`src/ddd_pkg.sv`:
```
// ----------------------------------------------------------------------------
// ddd_pkg
// shared types, constants and calendar functions for the days-between unit
// ----------------------------------------------------------------------------
package ddd_pkg;

   localparam int DAY_W    = 5;
   localparam int MONTH_W  = 4;
   localparam int YEAR_W   = 12;
   localparam int DOY_W    = 9;
   localparam int DAYS_W   = 18;

   localparam logic [YEAR_W-1:0] YEAR_MIN = YEAR_W'(1600);
   localparam logic [YEAR_W-1:0] YEAR_MAX = YEAR_W'(2100);
   // first year past the valid span, exclusive end of the year sweep
   localparam logic [YEAR_W-1:0] YEAR_END = YEAR_W'(2101);

   localparam logic [DOY_W-1:0] DAYS_COMMON = DOY_W'(365);
   localparam logic [DOY_W-1:0] DAYS_LEAP   = DOY_W'(366);

   localparam logic [MONTH_W-1:0] MONTH_JAN = MONTH_W'(1);
   localparam logic [MONTH_W-1:0] MONTH_FEB = MONTH_W'(2);
   localparam logic [MONTH_W-1:0] MONTH_DEC = MONTH_W'(12);

   // controller to datapath commands
   typedef struct packed {
      logic load;     // capture a new transaction
      logic step;     // add one year length and advance the year
      logic finish;   // form the result and load the output registers
   } cmd_type;

   // datapath to controller status
   typedef struct packed {
      logic span_done;  // year sweep reached its end
   } status_type;

   // leap rule, valid for years 1600..2100 only
   function automatic logic is_leap(input logic [YEAR_W-1:0] y);
      logic century;
      begin
         century = (y == YEAR_W'(1700)) || (y == YEAR_W'(1800)) ||
                   (y == YEAR_W'(1900)) || (y == YEAR_W'(2100));
         is_leap = (y[1:0] == 2'b00) && !century;
      end
   endfunction

   // month length, month must be 1..12
   function automatic logic [DAY_W-1:0] month_days(input logic [MONTH_W-1:0] m,
                                                   input logic leap);
      begin
         case (m)
            4'd2:                   month_days = leap ? DAY_W'(29) : DAY_W'(28);
            4'd4, 4'd6, 4'd9, 4'd11: month_days = DAY_W'(30);
            default:                month_days = DAY_W'(31);
         endcase
      end
   endfunction

   // days in a common year before the first of the month
   function automatic logic [DOY_W-1:0] days_before(input logic [MONTH_W-1:0] m);
      begin
         case (m)
            4'd2:    days_before = DOY_W'(31);
            4'd3:    days_before = DOY_W'(59);
            4'd4:    days_before = DOY_W'(90);
            4'd5:    days_before = DOY_W'(120);
            4'd6:    days_before = DOY_W'(151);
            4'd7:    days_before = DOY_W'(181);
            4'd8:    days_before = DOY_W'(212);
            4'd9:    days_before = DOY_W'(243);
            4'd10:   days_before = DOY_W'(273);
            4'd11:   days_before = DOY_W'(304);
            4'd12:   days_before = DOY_W'(334);
            default: days_before = DOY_W'(0);
         endcase
      end
   endfunction

   // day number in the year, zero for an invalid date
   function automatic logic [DOY_W-1:0] day_of_year(input logic [DAY_W-1:0]   d,
                                                    input logic [MONTH_W-1:0] m,
                                                    input logic [YEAR_W-1:0]  y);
      logic leap;
      logic ok;
      logic [DOY_W-1:0] total;
      begin
         leap = is_leap(y);
         ok = (y >= YEAR_MIN) && (y <= YEAR_MAX) &&
              (m >= MONTH_JAN) && (m <= MONTH_DEC) &&
              (d != '0) && (d <= month_days(m, leap));
         total = days_before(m) + DOY_W'(d) + DOY_W'(leap && (m > MONTH_FEB));
         day_of_year = ok ? total : '0;
      end
   endfunction

endpackage

```
`src/date_difference_days_unit.sv`:
```
// ----------------------------------------------------------------------------
// date_difference_days_unit
// number of days between two gregorian dates, years 1600..2100
// ----------------------------------------------------------------------------
// usage:
//   drive req_day_a .. req_year_b and raise start; the transaction is taken
//   at a clock edge with start high and busy low. busy stays high while the
//   year sweep runs. the result appears on rsp_days_between and
//   rsp_date_invalid for exactly one cycle with rsp_valid high, and the
//   receiver must take it then (no back-pressure).
// timing:
//   one year length is added per cycle over the years from the earlier year
//   up to, but not including, the later one, clamped to 1600..2100. the
//   finish state then registers the result together with the strobe, and
//   busy is already low when the strobe is shown, so a new transaction may
//   be accepted at the edge where the strobe is taken.
// reset:
//   synchronous reset returns the sequencer to idle and drops any
//   transaction in progress; no strobe is produced for it.
// ----------------------------------------------------------------------------
module date_difference_days_unit (
   input  logic                          clock,
   input  logic                          reset,
   input  logic                          start,
   output logic                          busy,
   input  logic [ddd_pkg::DAY_W-1:0]     req_day_a,
   input  logic [ddd_pkg::MONTH_W-1:0]   req_month_a,
   input  logic [ddd_pkg::YEAR_W-1:0]    req_year_a,
   input  logic [ddd_pkg::DAY_W-1:0]     req_day_b,
   input  logic [ddd_pkg::MONTH_W-1:0]   req_month_b,
   input  logic [ddd_pkg::YEAR_W-1:0]    req_year_b,
   output logic                          rsp_valid,
   output logic [ddd_pkg::DAYS_W-1:0]    rsp_days_between,
   output logic                          rsp_date_invalid
);

   ddd_pkg::cmd_type    cmd;
   ddd_pkg::status_type status;

   // sequencer
   ddd_ctrl u_ctrl (
      .clock     (clock),
      .reset     (reset),
      .start     (start),
      .busy      (busy),
      .rsp_valid (rsp_valid),
      .cmd       (cmd),
      .status    (status)
   );

   // arithmetic
   ddd_datapath u_datapath (
      .clock            (clock),
      .cmd              (cmd),
      .status           (status),
      .req_day_a        (req_day_a),
      .req_month_a      (req_month_a),
      .req_year_a       (req_year_a),
      .req_day_b        (req_day_b),
      .req_month_b      (req_month_b),
      .req_year_b       (req_year_b),
      .rsp_days_between (rsp_days_between),
      .rsp_date_invalid (rsp_date_invalid)
   );

   // a result strobe is only shown once the unit is free again
   assert property (@(posedge clock) disable iff (reset) rsp_valid |-> !busy)
      else $error("result strobe while busy");

   // one strobe per transaction, never two in a row
   assert property (@(posedge clock) disable iff (reset) rsp_valid |=> !rsp_valid)
      else $error("result strobe longer than one cycle");

   // an accepted transaction makes the unit busy
   assert property (@(posedge clock) disable iff (reset) (start && !busy) |=> busy)
      else $error("transaction accepted but unit not busy");

   // leaving busy outside reset always delivers a result
   assert property (@(posedge clock) disable iff (reset)
                    ($fell(busy) && !$past(reset)) |-> rsp_valid)
      else $error("transaction ended without a result");

endmodule

```
`src/ddd_ctrl.sv`:
```
// ----------------------------------------------------------------------------
// ddd_ctrl
// sequencer: load, year sweep, finish, result strobe
// ----------------------------------------------------------------------------
module ddd_ctrl (
   input  logic                clock,
   input  logic                reset,
   input  logic                start,
   output logic                busy,
   output logic                rsp_valid,
   output ddd_pkg::cmd_type    cmd,
   input  ddd_pkg::status_type status
);

   localparam logic [1:0] ST_IDLE   = 2'd0;
   localparam logic [1:0] ST_SUM    = 2'd1;
   localparam logic [1:0] ST_FINISH = 2'd2;

   logic [1:0] state_ff;
   logic [1:0] state_in;
   logic       rsp_valid_ff;
   logic       rsp_valid_in;

   // next state and commands
   always_comb begin
      state_in     = state_ff;
      rsp_valid_in = 1'b0;
      cmd          = '0;
      unique case (state_ff)
         ST_IDLE: begin
            if (start) begin
               cmd.load = 1'b1;
               state_in = ST_SUM;
            end
         end
         ST_SUM: begin
            if (status.span_done) begin
               state_in = ST_FINISH;
            end else begin
               cmd.step = 1'b1;
            end
         end
         ST_FINISH: begin
            cmd.finish   = 1'b1;
            rsp_valid_in = 1'b1;
            state_in     = ST_IDLE;
         end
         default: begin
            state_in = ST_IDLE;
         end
      endcase
   end

   // state registers
   always_ff @(posedge clock) begin
      if (reset) begin
         state_ff     <= ST_IDLE;
         rsp_valid_ff <= 1'b0;
      end else begin
         state_ff     <= state_in;
         rsp_valid_ff <= rsp_valid_in;
      end
   end

   assign busy      = (state_ff != ST_IDLE);
   assign rsp_valid = rsp_valid_ff;

endmodule

```
`src/ddd_datapath.sv`:
```
// ----------------------------------------------------------------------------
// ddd_datapath
// day numbers, year-length accumulator and result registers
// ----------------------------------------------------------------------------
module ddd_datapath (
   input  logic                              clock,
   input  ddd_pkg::cmd_type                  cmd,
   output ddd_pkg::status_type               status,
   input  logic [ddd_pkg::DAY_W-1:0]         req_day_a,
   input  logic [ddd_pkg::MONTH_W-1:0]       req_month_a,
   input  logic [ddd_pkg::YEAR_W-1:0]        req_year_a,
   input  logic [ddd_pkg::DAY_W-1:0]         req_day_b,
   input  logic [ddd_pkg::MONTH_W-1:0]       req_month_b,
   input  logic [ddd_pkg::YEAR_W-1:0]        req_year_b,
   output logic [ddd_pkg::DAYS_W-1:0]        rsp_days_between,
   output logic                              rsp_date_invalid
);

   logic [ddd_pkg::DOY_W-1:0]  na_ff, nb_ff;
   logic                       same_year_ff;
   logic                       a_first_ff;
   logic [ddd_pkg::YEAR_W-1:0] year_ff;
   logic [ddd_pkg::YEAR_W-1:0] end_ff;
   logic [ddd_pkg::DAYS_W-1:0] acc_ff;
   logic [ddd_pkg::DAYS_W-1:0] days_ff;
   logic                       invalid_ff;

   logic [ddd_pkg::DOY_W-1:0]  na_in, nb_in;
   logic                       a_first_in;
   logic [ddd_pkg::YEAR_W-1:0] lo_year, hi_year;
   logic [ddd_pkg::YEAR_W-1:0] start_in, end_in;
   logic [ddd_pkg::DOY_W-1:0]  year_len;
   logic [ddd_pkg::DOY_W-1:0]  n_hi, n_lo;
   logic [ddd_pkg::DAYS_W-1:0] days_in;

   // day numbers and clamped year sweep bounds for a new transaction
   always_comb begin
      na_in      = ddd_pkg::day_of_year(req_day_a, req_month_a, req_year_a);
      nb_in      = ddd_pkg::day_of_year(req_day_b, req_month_b, req_year_b);
      a_first_in = (req_year_a < req_year_b);
      lo_year    = a_first_in ? req_year_a : req_year_b;
      hi_year    = a_first_in ? req_year_b : req_year_a;
      start_in   = (lo_year < ddd_pkg::YEAR_MIN) ? ddd_pkg::YEAR_MIN : lo_year;
      end_in     = (hi_year > ddd_pkg::YEAR_MAX) ? ddd_pkg::YEAR_END : hi_year;
   end

   // length of the current sweep year, inside the valid span whenever a step adds it
   assign year_len = ddd_pkg::is_leap(year_ff) ? ddd_pkg::DAYS_LEAP : ddd_pkg::DAYS_COMMON;
   assign status.span_done = (year_ff >= end_ff);

   // final combination, wraps at the result width
   always_comb begin
      n_hi = a_first_ff ? nb_ff : na_ff;
      n_lo = a_first_ff ? na_ff : nb_ff;
      if (same_year_ff) begin
         days_in = (na_ff >= nb_ff) ? ddd_pkg::DAYS_W'(na_ff - nb_ff)
                                    : ddd_pkg::DAYS_W'(nb_ff - na_ff);
      end else begin
         days_in = acc_ff + ddd_pkg::DAYS_W'(n_hi) - ddd_pkg::DAYS_W'(n_lo);
      end
   end

   // datapath registers
   always_ff @(posedge clock) begin
      if (cmd.load) begin
         na_ff        <= na_in;
         nb_ff        <= nb_in;
         same_year_ff <= (req_year_a == req_year_b);
         a_first_ff   <= a_first_in;
         year_ff      <= start_in;
         end_ff       <= end_in;
         acc_ff       <= '0;
      end else if (cmd.step) begin
         year_ff <= year_ff + ddd_pkg::YEAR_W'(1);
         acc_ff  <= acc_ff + ddd_pkg::DAYS_W'(year_len);
      end
      if (cmd.finish) begin
         days_ff    <= days_in;
         invalid_ff <= (na_ff == '0) || (nb_ff == '0);
      end
   end

   assign rsp_days_between = days_ff;
   assign rsp_date_invalid = invalid_ff;

endmodule
```
`config.mk`:
```
export PLATFORM = sky130hd
export DESIGN_NAME = date_difference_days_unit
export DESIGN_NICKNAME = d
export VERILOG_FILES = /design/src/ddd_pkg.sv /design/src/date_difference_days_unit.sv /design/src/ddd_ctrl.sv /design/src/ddd_datapath.sv
export SDC_FILE = /design/constraint.sdc
export NUM_CORES = 1
export LEC_CHECK = 0
export ABC_AREA = 1
export BUFFER_PORTS_ARGS = -buffer_cell sky130_fd_sc_hd__buf_4
export CORE_ASPECT_RATIO = 0.75
export CORE_MARGIN = 2
export CORE_UTILIZATION = 57
export CTS_CLUSTER_SIZE = 14
export DETAILED_ROUTE_END_ITERATION = 10
export PLACE_DENSITY_LB_ADDON = 0.08
export REMOVE_ABC_BUFFERS = 1
export SLEW_MARGIN = 20
export SYNTH_ARGS = -nofsm -noshare
export SYNTH_HDL_FRONTEND = slang
export SYNTH_SLANG_ARGS = --single-unit
export TNS_END_PERCENT = 1
```
`constraint.sdc`:
```
create_clock -name clock -period 3.75 [get_ports clock]
set_clock_uncertainty 0.15 [all_clocks]
set_input_delay 0.75 -clock clock [delete_from_list [all_inputs] [get_ports clock]]
set_output_delay 0.75 -clock clock [all_outputs]
set_load 0.005 [all_outputs]
```
After elaboration in Yosys (flattened, before gate mapping)
Memories as Yosys holds them, arrays and structs flattened.
Index checks and enable logic that the tools add are counted.
{ "classes": {"n_addsub": 10, "n_lt_le_gt_ge": 17, "eq_ne": 27, "muxes": 22, "reduce_logical": 41} }
{ "ops": {"columns": ["operator", "count"], "rows": [
  ["$eq 12x11->1 const B", 9],
  ["$mux 12", 5],
  ["$add 18x9->18", 2],
  ["$eq 12x12->1 const B", 3],
  ["$mux 18", 2],
  ["$ge 12x11->1 const B", 2],
  ["$le 12x12->1 const B", 2],
  ["$pmux 5 s2", 2],
  ["$sub 9x9->10", 2],
  ["$add 9x1->9", 2],
  ["$add 9x5->9", 2],
  ["$logic_not 9->1", 2],
  ["$mux 9", 2],
  ["$sub 18x9->18", 1],
  ["$eq 4x3->1 const B", 4],
  ["$eq 4x4->1 const B", 4],
  ["$logic_and 1x1->1", 15],
  ["$add 12x1->12 const B", 1],
  ["$eq 12x12->1", 1],
  ["$ge 12x12->1", 1],
  ["$gt 12x12->1 const B", 1],
  ["$lt 12x11->1 const B", 1],
  ["$lt 12x12->1", 1],
  ["$le 5x5->1", 2],
  ["18 further kinds", 48]
]} }
{ "word_totals": {"reg_bits": 84, "romBits": 288, "input_bits": 45, "elab_cells": 130, "memories": 2} }
{ "memory_table": {"columns": ["memory", "depth", "word_bits", "read_ports", "rd_ports_with_merged_regs", "write_ports", "line", "text"], "rows": [
  ["(name not given)", 16, 9, 1, 0, 0, "ddd_pkg.sv:62", "case (m)"],
  ["(name not given)", 16, 9, 1, 0, 0, "ddd_pkg.sv:62", null]
]} }

Depth between registers and ports, before layout
Gate-level depths: netlist of run 1.
{ "logic_depth": {"ltp_word": 10, "depth_mapped": 20, "mapped_depth_nobuf": 20} }

Cells and area by module
A second synthesis of run 1 with hierarchy kept.
{ "unflattened": {"cells_unflattened": 1179, "hier_area_um2": 8374.3} }
{ "by_module_without_submodules": {"columns": ["mod", "n_inst", "cells_each", "area_each_um2", "seq_area_each_um2"], "rows": [
  ["ddd_datapath", 1, 1162, 8244.2, 2252.2],
  ["ddd_ctrl", 1, 17, 130.1, 60.1]
]} }

Least setup slack after synthesis of run 1
Ideal clock, no wire load.
{ "synth_timing": {"path_kind": "input to register", "start": "in req_year_a[10] (netlist bit)", "end": "reg u_datapath.na_ff[8] (netlist bit), data pin", "setup_time_ns": 0.265, "t_arrival_ns": 3.079, "t_required_ns": 3.335, "path_slack_ns": 0.257, "cell_stages": 18, "cell_sequence": "inv_1 > nor4_1 > o2111ai_1 > o21ai_0 > nand2_1 > nand3_1 > nor3b_1 > fa_1 > fa_1 > nand2_1 > nand2_1 > a21oi_1 > nor2_1 > o21ai_0 > nor2_1 > nand2_1 > or2_2 > a21oi_1"} }
{ "synth_via": {"elab_chain_len": 10} }
{ "synth_rtl": {"columns": ["item", "line", "text"], "rows": [
  ["start, declared", "date_difference_days_unit.sv:28", "input logic [ddd_pkg::YEAR_W-1:0] req_year_a,"],
  ["$eq 12x11->1", "ddd_pkg.sv:41", "century = (y == YEAR_W'(1700)) || (y == YEAR_W'(1800)) ||"],
  ["$logic_or 1x1->1 (2 in series)", "ddd_pkg.sv:41", null],
  ["$logic_or 1x1->1", "ddd_pkg.sv:42", "(y == YEAR_W'(1900)) || (y == YEAR_W'(2100));"],
  ["$logic_not 1->1", "ddd_pkg.sv:43", "is_leap = (y[1:0] == 2'b00) && !century;"],
  ["$logic_and 1x1->1", "ddd_pkg.sv:43", null],
  ["$mux 1", "ddd_pkg.sv:52", "4'd2: month_days = leap ? DAY_W'(29) : DAY_W'(28);"],
  ["$pmux 5 s2", "ddd_pkg.sv:51", "case (m)"],
  ["$le 5x5->1", "ddd_pkg.sv:90", "(d != '0) && (d <= month_days(m, leap));"],
  ["$logic_and 1x1->1", "ddd_pkg.sv:90", null],
  ["end signal, assigned", "ddd_datapath.sv:66", "na_ff <= na_in;"],
  ["end, declared", "ddd_datapath.sv:19", "logic [ddd_pkg::DOY_W-1:0] na_ff, nb_ff;"]
]} }
Several ways; a longest one is shown, not always the timed one.
A chain may end at the register's enable or synchronous reset.

Worst setup path in the final report of run 1
{ "layout_timing": {"start": "in req_year_a[11] (netlist bit)", "end": "reg u_datapath.na_ff[8] (netlist bit), data pin"} }
The elaborated chain is that of the path after synthesis.

==> flow_summary.yaml, run 1 <==
pwr:
  p_total_w: 0.00429
  leakage_nw: 4.82
  ir_drop_uv: 259
  p_per_area_nw_per_um2: 443
clock_network:
  clkTransAtPathRegs_ns: 0.07
  htree_levels: 3
  cts_tree: "done"
  cts_made_buffers: 9
  cts_root_buf: "clkbuf_16"
  clkSinkCount: 84
  insertion_delay_ns: 0.35
  cts_hold_buf: 0
  cts_buffer_depth: 2
routing:
  wl_met1_um: 11000
  drt-initial-drc-count: 658
  dr_wl_met3_um: 1330
  viasPerCell: 5.34
  drcViolationCount: 0
  num_vias: 7994
  route.met2.wl_um: 8720
  final_antenna_net_count: 0
  drt_pass1_iterations: 6
  wl_per_cell_um: 14.3
  routed.top_layer: "met4"
  routed_wl_um: 21400
logic_synthesis:
  ys_ff_latch: 84
  synth_cells: 1194
  yosysWarnings: 0
  synth_edf_count: 63
  ys_async_sr_fraction: 0
  synth_cell_types: 48
  synthFlopType: "edfxtp_1"
  seq_area_frac_synth: 0.274
  syn_area_per_cell_um2: 7.06
  yosysTopAreaCellShare: 0.224
  synth_area_leaders: "edfxtp_1, ha_1, nand2_1, inv_1, nor2_1"
  netlist_area_um2: 8440
  yosysTopAreaCell: "edfxtp_1"
timing:
  final.setup.worst_slack_ns: 0.323
  rsz0062_at_grt: "no"
  slew_viol_final: 0
  slew-limit-headroom: 0.323
  period_share: 0.914
  min_period_ns: 3.43
  max_freq_mhz: 292
  tns_ns: 0
  worst_pin_slew_ns: 1.01
  worst_hold_slack_ns: 0.338
  hold_viol: 0
  setup_viol: 0
grt:
  track_usage: 0.283
  grt_antenna_before_repair: 0
  grt_first_pass_wirelength_um: 35300
  gr-total-overflow: 0
  grt_pass1_vias: 7283
  grt_max_degree: 32
run:
  drv_cap: 0
critical_path:
  critPathTopFamily: "simple AND/OR/NAND/NOR gates"
  crit_chain: "buf_4 -> nor4_1 -> buf_4 -> o2111ai_1 -> o21ai_0 -> nand2_1 -> nand3_1 -> nor3b_1 -> fa_1 -> fa_1 -> nand2_1 -> nand2_1 -> a21oi_1 -> nor2_1 -> o21ai_1 -> nor2_1 -> nand2_1 -> or2_2 -> a21oi_1"
  worst-path-buf-inv: 2
  path_class: "input pin to flip-flop"
  arrival_ns: 3.36
  worstPathRequired_ns: 3.68
  slowest_delay_ns: 0.41
  crit_top_cell: "nand2_1"
  crit_slowest_cell: "fa_1"
  start_kind: "input pin"
  startpoint: "req_year_a[11]"
  critical_path.max_fanout: 3
  r2r-start: "u_datapath.nb_ff[1]$_SDFFCE_PN0P_"
  worstSetupEndpointType: "flip-flop"
cells_and_area:
  final_area_um2: 9690
  layout_commonest_cell: "nand2_1"
  nets: 1451
  area_delta_synth_final_pct: 14.9
  drive_gt1_frac: 0.117
  final_cell_mix: "nand2_1, inv_1, nor2_1, buf_4, ha_1"
  antenna_cells: 0
floorplan:
  initial_core_util: 0.584
  core_um2: 14500
  ioPinCount: 66
  rows: 38
  die_h_um: 109
  dieArea_um2: 15800
  chipWidth_um: 144
placed_design:
  port_buffers: 65
  placed_cell_area_um2: 9410
  hpwl_um: 17400
  dp_slack_ns: -0.0970
  routabilityCongestion: 0.994
hold_path:
  hold_class: "flip-flop to flip-flop"
  min_from: "u_ctrl.state_ff[1]$_SDFFE_PP0P_"
status:
  status: "complete, no violations"
[synth_stat cells, types with 6 or more instances]
library cell,number
nand2_1,267
inv_1,176
nor2_1,118
ha_1,107
o21ai_0,88
a21oi_1,81
nand3_1,72
edfxtp_1,63
dfxtp_1,21
nand4_1,21
nor3_1,18
xor2_1,18
buf_2,11
clkbuf_1,11
nand3b_1,10
nor4_1,10
fa_1,8
xnor2_1,7
a31oi_1,6
o21ai_1,6
or2_2,6
[tightest hold or removal path: stages (launching register included)]
cell,delay [ns]
dfxtp_1,0.31
inv_1,0.09
nor3_1,0.05
[path summary, 6_finish.rpt]
| path | to | slack, ns | cells after the start |
|---|---|---|---|
| max | u_datapath.na_ff[8]$_SDFFCE_PN0P_ | 0.32 | 19 |
| min | u_ctrl.rsp_valid$_SDFF_PP0_ | 0.34 | 2 |
| max reg2reg | u_datapath.rsp_days_between[12]$_DFFE_PP_ | 0.41 | 17 |
| min reg2reg | u_ctrl.rsp_valid$_SDFF_PP0_ | 0.34 | 2 |
[report_power, final]
| part | internal (W) | leakage (nW) | total, W | switching (W) |
|---|---|---|---|---|
| combinational | 0.000814 | 3.91 | 0.00211 | 0.00129 |
| sequential | 0.00120 | 0.773 | 0.00135 | 0.000143 |
| clock | 0.000456 | 0.139 | 0.000839 | 0.000383 |
[cell families (layout without fill, tap and decap cells)]
family	Yosys count	in the layout	share of synthesized area
buffers and inverters	205	307	0.0948
adder cells (fa/ha/maj)	115	115	0.178
XOR/XNOR	25	25	0.0260
AO/OA/AOI/OAI	226	226	0.150
flip-flops	84	84	0.274
AND/OR/NAND/NOR	539	539	0.277
[flip-flops by register name (all words and copies together), names as in the netlist]
name and count:
u_datapath.end_ff 12, u_datapath.rsp_date_invalid 1, u_datapath.a_first_ff 1, u_ctrl.state_ff 2, u_datapath.same_year_ff 1, u_datapath.year_ff 12, u_ctrl.rsp_valid 1, u_datapath.rsp_days_between 18
u_datapath.nb_ff 9, u_datapath.acc_ff 18, u_datapath.na_ff 9
[per-stage QoR]
step,cells,util
floorplan,1168,-
global placement,1480,0.651
detailed placement,1480,0.651
CTS,1496,0.670
global route,1496,0.671
finish,1496,0.671
[layout make-up]
cell class / instances / area [µm²]
clock buffers: 10 / 229
clock inverters: 6 / 43.8
fillers: 1303 / 4760
inverters: 179 / 672
multi-input cells: 905 / 5330
flip-flops and latches: 84 / 2310
well taps: 200 / 250
repair buffers: 112 / 853
[layer usage]
metal,global-route usage,vias up
met5,0,-
met2,0.428,253
met4,0.0687,0
li1,-,4191
met3,0.0497,29
met1,0.420,3521
[what timing repair did]
action,in CTS,in global routing
endpoints found under the setup margin,0,1
setup buffers,0,0
gates resized for setup,0,2
Note: power is estimated with default switching activity, not from simulation.
==> inputs of run 2 (changes only) <==
- ABC_AREA: 1 -> 0
- SYNTH_HIERARCHICAL: default -> 1
==> flow_summary.yaml, run 2 <==
status:
  status: "complete, no violations"
logic_synthesis:
  seq_area_frac_synth: 0.286
  synth_cells: 937
  yosysWarnings: 6
  yosysTopAreaCellShare: 0.234
  synth_area_leaders: "edfxtp_1, ha_1, dfxtp_1, inv_1, nor2_1"
  synth_commonest_cells: "inv_1, ha_1, nor2_1"
  ys_ff_latch: 84
  synth_edf_count: 63
  synth_most_common_cell: "inv_1"
  ys_async_sr_fraction: 0
  netlist_area_um2: 8090
  synthFlopType: "edfxtp_1"
  syn_area_per_cell_um2: 8.64
  yosysTopAreaCell: "edfxtp_1"
  synth_cell_types: 70
cells_and_area:
  final_cell_mix: "buf_4, inv_1, ha_1, nor2_1, nand2_1"
  nets: 1194
  n_fill_cell: 1132
  antenna_cells: 0
  layout_commonest_cell: "buf_4"
  area_delta_synth_final_pct: 16.3
  drive_gt1_frac: 0.148
  instances_no_fill: 1215
timing:
  min_period_ns: 3.61
  setup_viol: 0
  slew-limit-headroom: 0.331
  worst_hold_slack_ns: 0.345
  hold_viol: 0
  max_freq_mhz: 277
  slew_viol_final: 0
  rsz0062_at_grt: "yes"
  tns_ns: 0
  worst_pin_slew_ns: 1.00
  final.setup.worst_slack_ns: 0.144
  period_share: 0.962
pwr:
  p_per_area_nw_per_um2: 528
  p_total_w: 0.00497
  ir_drop_uv: 281
  leakage_nw: 4.24
clock_network:
  cts_tree: "done"
  htree_levels: 3
  clkTransAtPathRegs_ns: 0.07
  cts_buffer_depth: 2
  clkSinkCount: 84
  insertion_delay_ns: 0.34
  cts_hold_buf: 0
  cts_made_buffers: 9
  cts_root_buf: "clkbuf_16"
hold_path:
  hold_class: "flip-flop to flip-flop"
floorplan:
  chipWidth_um: 142
  die_h_um: 107
  ioPinCount: 66
  rows: 37
  initial_core_util: 0.587
  dieArea_um2: 15200
  core_um2: 13800
grt:
  track_usage: 0.269
  gr-total-overflow: 0
  grt_first_pass_wirelength_um: 32800
  grt_antenna_before_repair: 0
  grt_pass1_vias: 6481
  grt_max_degree: 30
placed_design:
  dp.cells: 1199
  routabilityCongestion: 0.937
  dp_slack_ns: -0.281
  port_buffers: 65
  hpwl_um: 15400
critical_path:
  arrival_ns: 3.55
  path_class: "input pin to flip-flop"
  worstPathRequired_ns: 3.69
  start_kind: "input pin"
  critical_path.max_fanout: 2
  worstSetupEndpointType: "flip-flop"
routing:
  num_vias: 6990
  drt_pass1_iterations: 5
  wl_per_cell_um: 16.0
  drt-initial-drc-count: 692
  viasPerCell: 5.75
  drcViolationCount: 0
  final_antenna_net_count: 0
  routed_wl_um: 19500
run:
  drv_cap: 0
run 2: cell count changes in the layout (fill, tap and decap cells not counted), sizes merged, moves of 17 or more:
cell	before	now
nand2	272	74
inv	184	105
nand3	75	26
o21ai	95	52
xnor2	7	36
mux2i	0	28
nor2	121	96
a21oi	82	65
run 2: final timing paths:
| kind | from | endpoint | slack (ns) | cells past startpoint |
|---|---|---|---|---|
| min | u_ctrl/state_ff[1]$_SDFFE_PP0P_ | u_ctrl/state_ff[0]$_SDFFE_PP0P_ | 0.34 | 1 |
| max | req_year_a[6] | u_datapath/na_ff[8]$_SDFFCE_PN0P_ | 0.14 | 15 |
| min reg2reg | u_ctrl/state_ff[1]$_SDFFE_PP0P_ | u_ctrl/state_ff[0]$_SDFFE_PP0P_ | 0.34 | 1 |
| max reg2reg | u_datapath/a_first_ff$_DFFE_PP_ | u_datapath/rsp_days_between[17]$_DFFE_PP_ | 0.29 | 14 |
run 2: power by group:
part / leakage (nW) / internal, W / total [W] / switching (W)
logic: 3.32 / 0.00118 / 0.00264 / 0.00145
registers: 0.773 / 0.00125 / 0.00143 / 0.000177
clock network: 0.145 / 0.000524 / 0.000905 / 0.000381
run 2: critical path, cell delays in order:
cell,delay [ns]
buf_4,0.11
or3_1,0.38
or3_4,0.35
o22ai_2,0.12
a211o_1,0.16
a21oi_1,0.06
fa_2,0.36
fa_1,0.39
a21o_1,0.17
a21oi_1,0.17
nor2b_1,0.08
o21a_1,0.19
nand2_1,0.07
xor2_1,0.14
nor2_1,0.05
run 2: cells by family after synthesis:
logic type	after synthesis	synth area share
mux	30	0.0407
flops	84	0.286
xor+xnor	58	0.0628
simple gates	292	0.174
fa+ha+maj	114	0.191
buf+inv	134	0.0643
compound gates	225	0.181
run 2: area by class of cell:
class | count | area (µm²) | share of cell area
Clock buffer | 10 | 229 | 0.0243
Clock inverter | 6 | 72.6 | 0.00771
Inverter | 106 | 399 | 0.0424
Multi-Input combinational cell | 719 | 5310 | 0.564
Sequential cell | 84 | 2310 | 0.246
Tap cell | 175 | 219 | 0.0233
Timing Repair Buffer | 115 | 876 | 0.0930
run 2: per-layer routing:
metal  GRT usage  wire length, µm  vias to the layer above
li1            -                -                     3517
met1       0.431            10400                     3251
met2       0.376             7710                      210
met3      0.0523             1230                       12
met4      0.0450              150                        0
met5           0                0                        -
run 2: through the flow:
| stage | instance area [µm²] | util |
|---|---|---|
| final | 9410 | 0.682 |
| after floorplan | 7970 | - |
| after global routing | 9410 | 0.682 |
| after global placement | 9080 | 0.658 |
| after detailed placement | 9080 | 0.658 |
| after CTS | 9380 | 0.680 |
run 2: timing repair:
item                                    in CTS  in global routing
endpoints found under the setup margin       0                  8
gates resized for setup                      0                  9
buffers inserted                             0                  0
==> inputs of run 3 (changes only) <==
- BUFFER_PORTS_ARGS: -buffer_cell sky130_fd_sc_hd__buf_4 -> default
- CORE_UTILIZATION: 57 -> 45
- DONT_BUFFER_PORTS: default -> 1
- clock period: 3.75 -> 3.5 ns (I/O delays scaled with it)
==> flow_summary.yaml, run 3 (synthesized netlist as in run 2, its figures left out) <==
status:
  status: "complete, no violations"
cells_and_area:
  nets: 1166
  drive_gt1_frac: 0.139
  final_area_um2: 9380
  instances_no_fill: 1254
  final_cell_mix: "inv_1, ha_1, nor2_1, buf_4, nand2_1"
  area_delta_synth_final_pct: 15.9
  layout_commonest_cell: "inv_1"
  antenna_cells: 0
grt:
  grt_max_degree: 38
  grt_first_pass_wirelength_um: 33200
  gr-total-overflow: 0
  grt_antenna_before_repair: 0
  grt_pass1_vias: 6261
  track_usage: 0.220
critical_path:
  critPathTopFamily: "simple AND/OR/NAND/NOR gates"
  reg2reg_slack_ns: 0.15
  critical_path.max_fanout: 7
  rr_worst_depth: 15
  worst-path-buf-inv: 0
  startpoint: "req_year_a[6]"
  worstPathRequired_ns: 3.46
  crit_chain: "or3_1 -> or3_4 -> o22ai_2 -> a211o_1 -> a21oi_2 -> fa_2 -> fa_2 -> a21o_1 -> a21oi_2 -> nor2b_1 -> o21a_1 -> nand2_1 -> xor2_1 -> nor2_1"
  start_kind: "input pin"
  arrival_ns: 3.43
  r2r-start: "u_datapath/a_first_ff$_DFFE_PP_"
  slowest_delay_ns: 0.43
  crit_slowest_cell: "fa_2"
  timing.rr.end: "u_datapath/rsp_days_between[17]$_DFFE_PP_"
  worstSetupEndpointType: "flip-flop"
  path_class: "input pin to flip-flop"
routing:
  drt-initial-drc-count: 543
  viasPerCell: 5.39
  drt_pass1_iterations: 5
  drcViolationCount: 0
  final_antenna_net_count: 0
  num_vias: 6762
  routed_wl_um: 20800
  wl_per_cell_um: 16.6
timing:
  final.setup.worst_slack_ns: 0.0245
  worst_pin_slew_ns: 1.05
  min_period_ns: 3.48
  max_freq_mhz: 288
  period_share: 0.993
  rsz0062_at_grt: "yes"
  slew-limit-headroom: 0.294
  hold_viol: 0
  slew_viol_final: 0
  setup_viol: 0
hold_path:
  min_from: "reset"
  hold_class: "input pin to flip-flop"
  whs_path_depth: 1
  min_to: "u_ctrl/state_ff[0]$_SDFFE_PP0P_"
pwr:
  ir_drop_uv: 236
  leakage_nw: 4.12
  p_per_area_nw_per_um2: 599
floorplan:
  ioPinCount: 66
  dieArea_um2: 19100
  initial_core_util: 0.458
  die_h_um: 120
  rows: 42
  chipWidth_um: 159
  core_um2: 17700
placed_design:
  hpwl_um: 16500
  routabilityCongestion: 0.920
  dp.cells: 1238
  placed_cell_area_um2: 8940
  port_buffers: 0
  dp_slack_ns: -0.387
clock_network:
  clkSinkCount: 84
  cts_tree: "done"
  cts_made_buffers: 9
  cts_root_buf: "clkbuf_16"
  insertion_delay_ns: 0.35
  htree_levels: 3
  post_cts_buffers: 0
  clkTransAtPathRegs_ns: 0.07
  cts_buffer_depth: 2
run:
  drv_cap: 0
==> run 3: worst max path at each step <==
stage                                                      endpoint  slack (ns)  cells after the start
after CTS                 u_datapath/rsp_days_between[17]$_DFFE_PP_       -0.04                     14
final                             u_datapath/na_ff[8]$_SDFFCE_PN0P_        0.02                     14
after detailed placement          u_datapath/na_ff[8]$_SDFFCE_PN0P_       -0.39                     14
after floorplan                     u_datapath/year_ff[0]$_DFFE_PP_       -1.10                      4
after global routing              u_datapath/na_ff[8]$_SDFFCE_PN0P_        -0.1                     14
after global placement            u_datapath/na_ff[8]$_SDFFCE_PN0P_       -0.35                     14
==> run 3: timing repair <==
| item | in CTS | in global routing |
|---|---|---|
| gates resized for setup | 5 | 30 |
| pin swaps | 0 | 5 |
| hold buffers | 0 | 0 |
| setup endpoints to repair | 7 | 18 |
==> run 3: layout make-up <==
class | count | area, µm²
fill | 1718 | 8270
sequential | 84 | 2310
multi-input combinational | 719 | 5390
tap | 242 | 303
clock buffer | 12 | 268
clock inverter | 4 | 52.6
timing repair buffer | 87 | 661
inverter | 106 | 399
==> run 3: report_power, final <==
group | total [W] | internal [W] | switching (W)
clock network | 0.00102 | 0.000619 | 0.000403
logic | 0.00310 | 0.00148 | 0.00163
registers | 0.00150 | 0.00134 | 0.000157
total | 0.00562 | 0.00343 | 0.00219
==> run 3: metal layers <==
layer	share of wire	wire [µm]	track usage
met2	0.37	7640	0.285
met4	0.013	267	0.0500
met1	0.56	11600	0.360
met3	0.063	1320	0.0480
met5	0	0	0
==> run 3: through the flow <==
step | total power, W | util | setup TNS, ns | hold WS [ns]
floorplan | 0.00346 | - | -45.55 | 0.296
global placement | 0.00441 | 0.506 | -1.18 | 0.330
detailed placement | 0.00442 | 0.506 | -1.62 | 0.324
CTS | 0.00551 | 0.525 | -0.0643 | 0.246
global route | 0.00608 | 0.531 | -0.195 | 0.248
finish | 0.00562 | 0.531 | 0 | 0.264
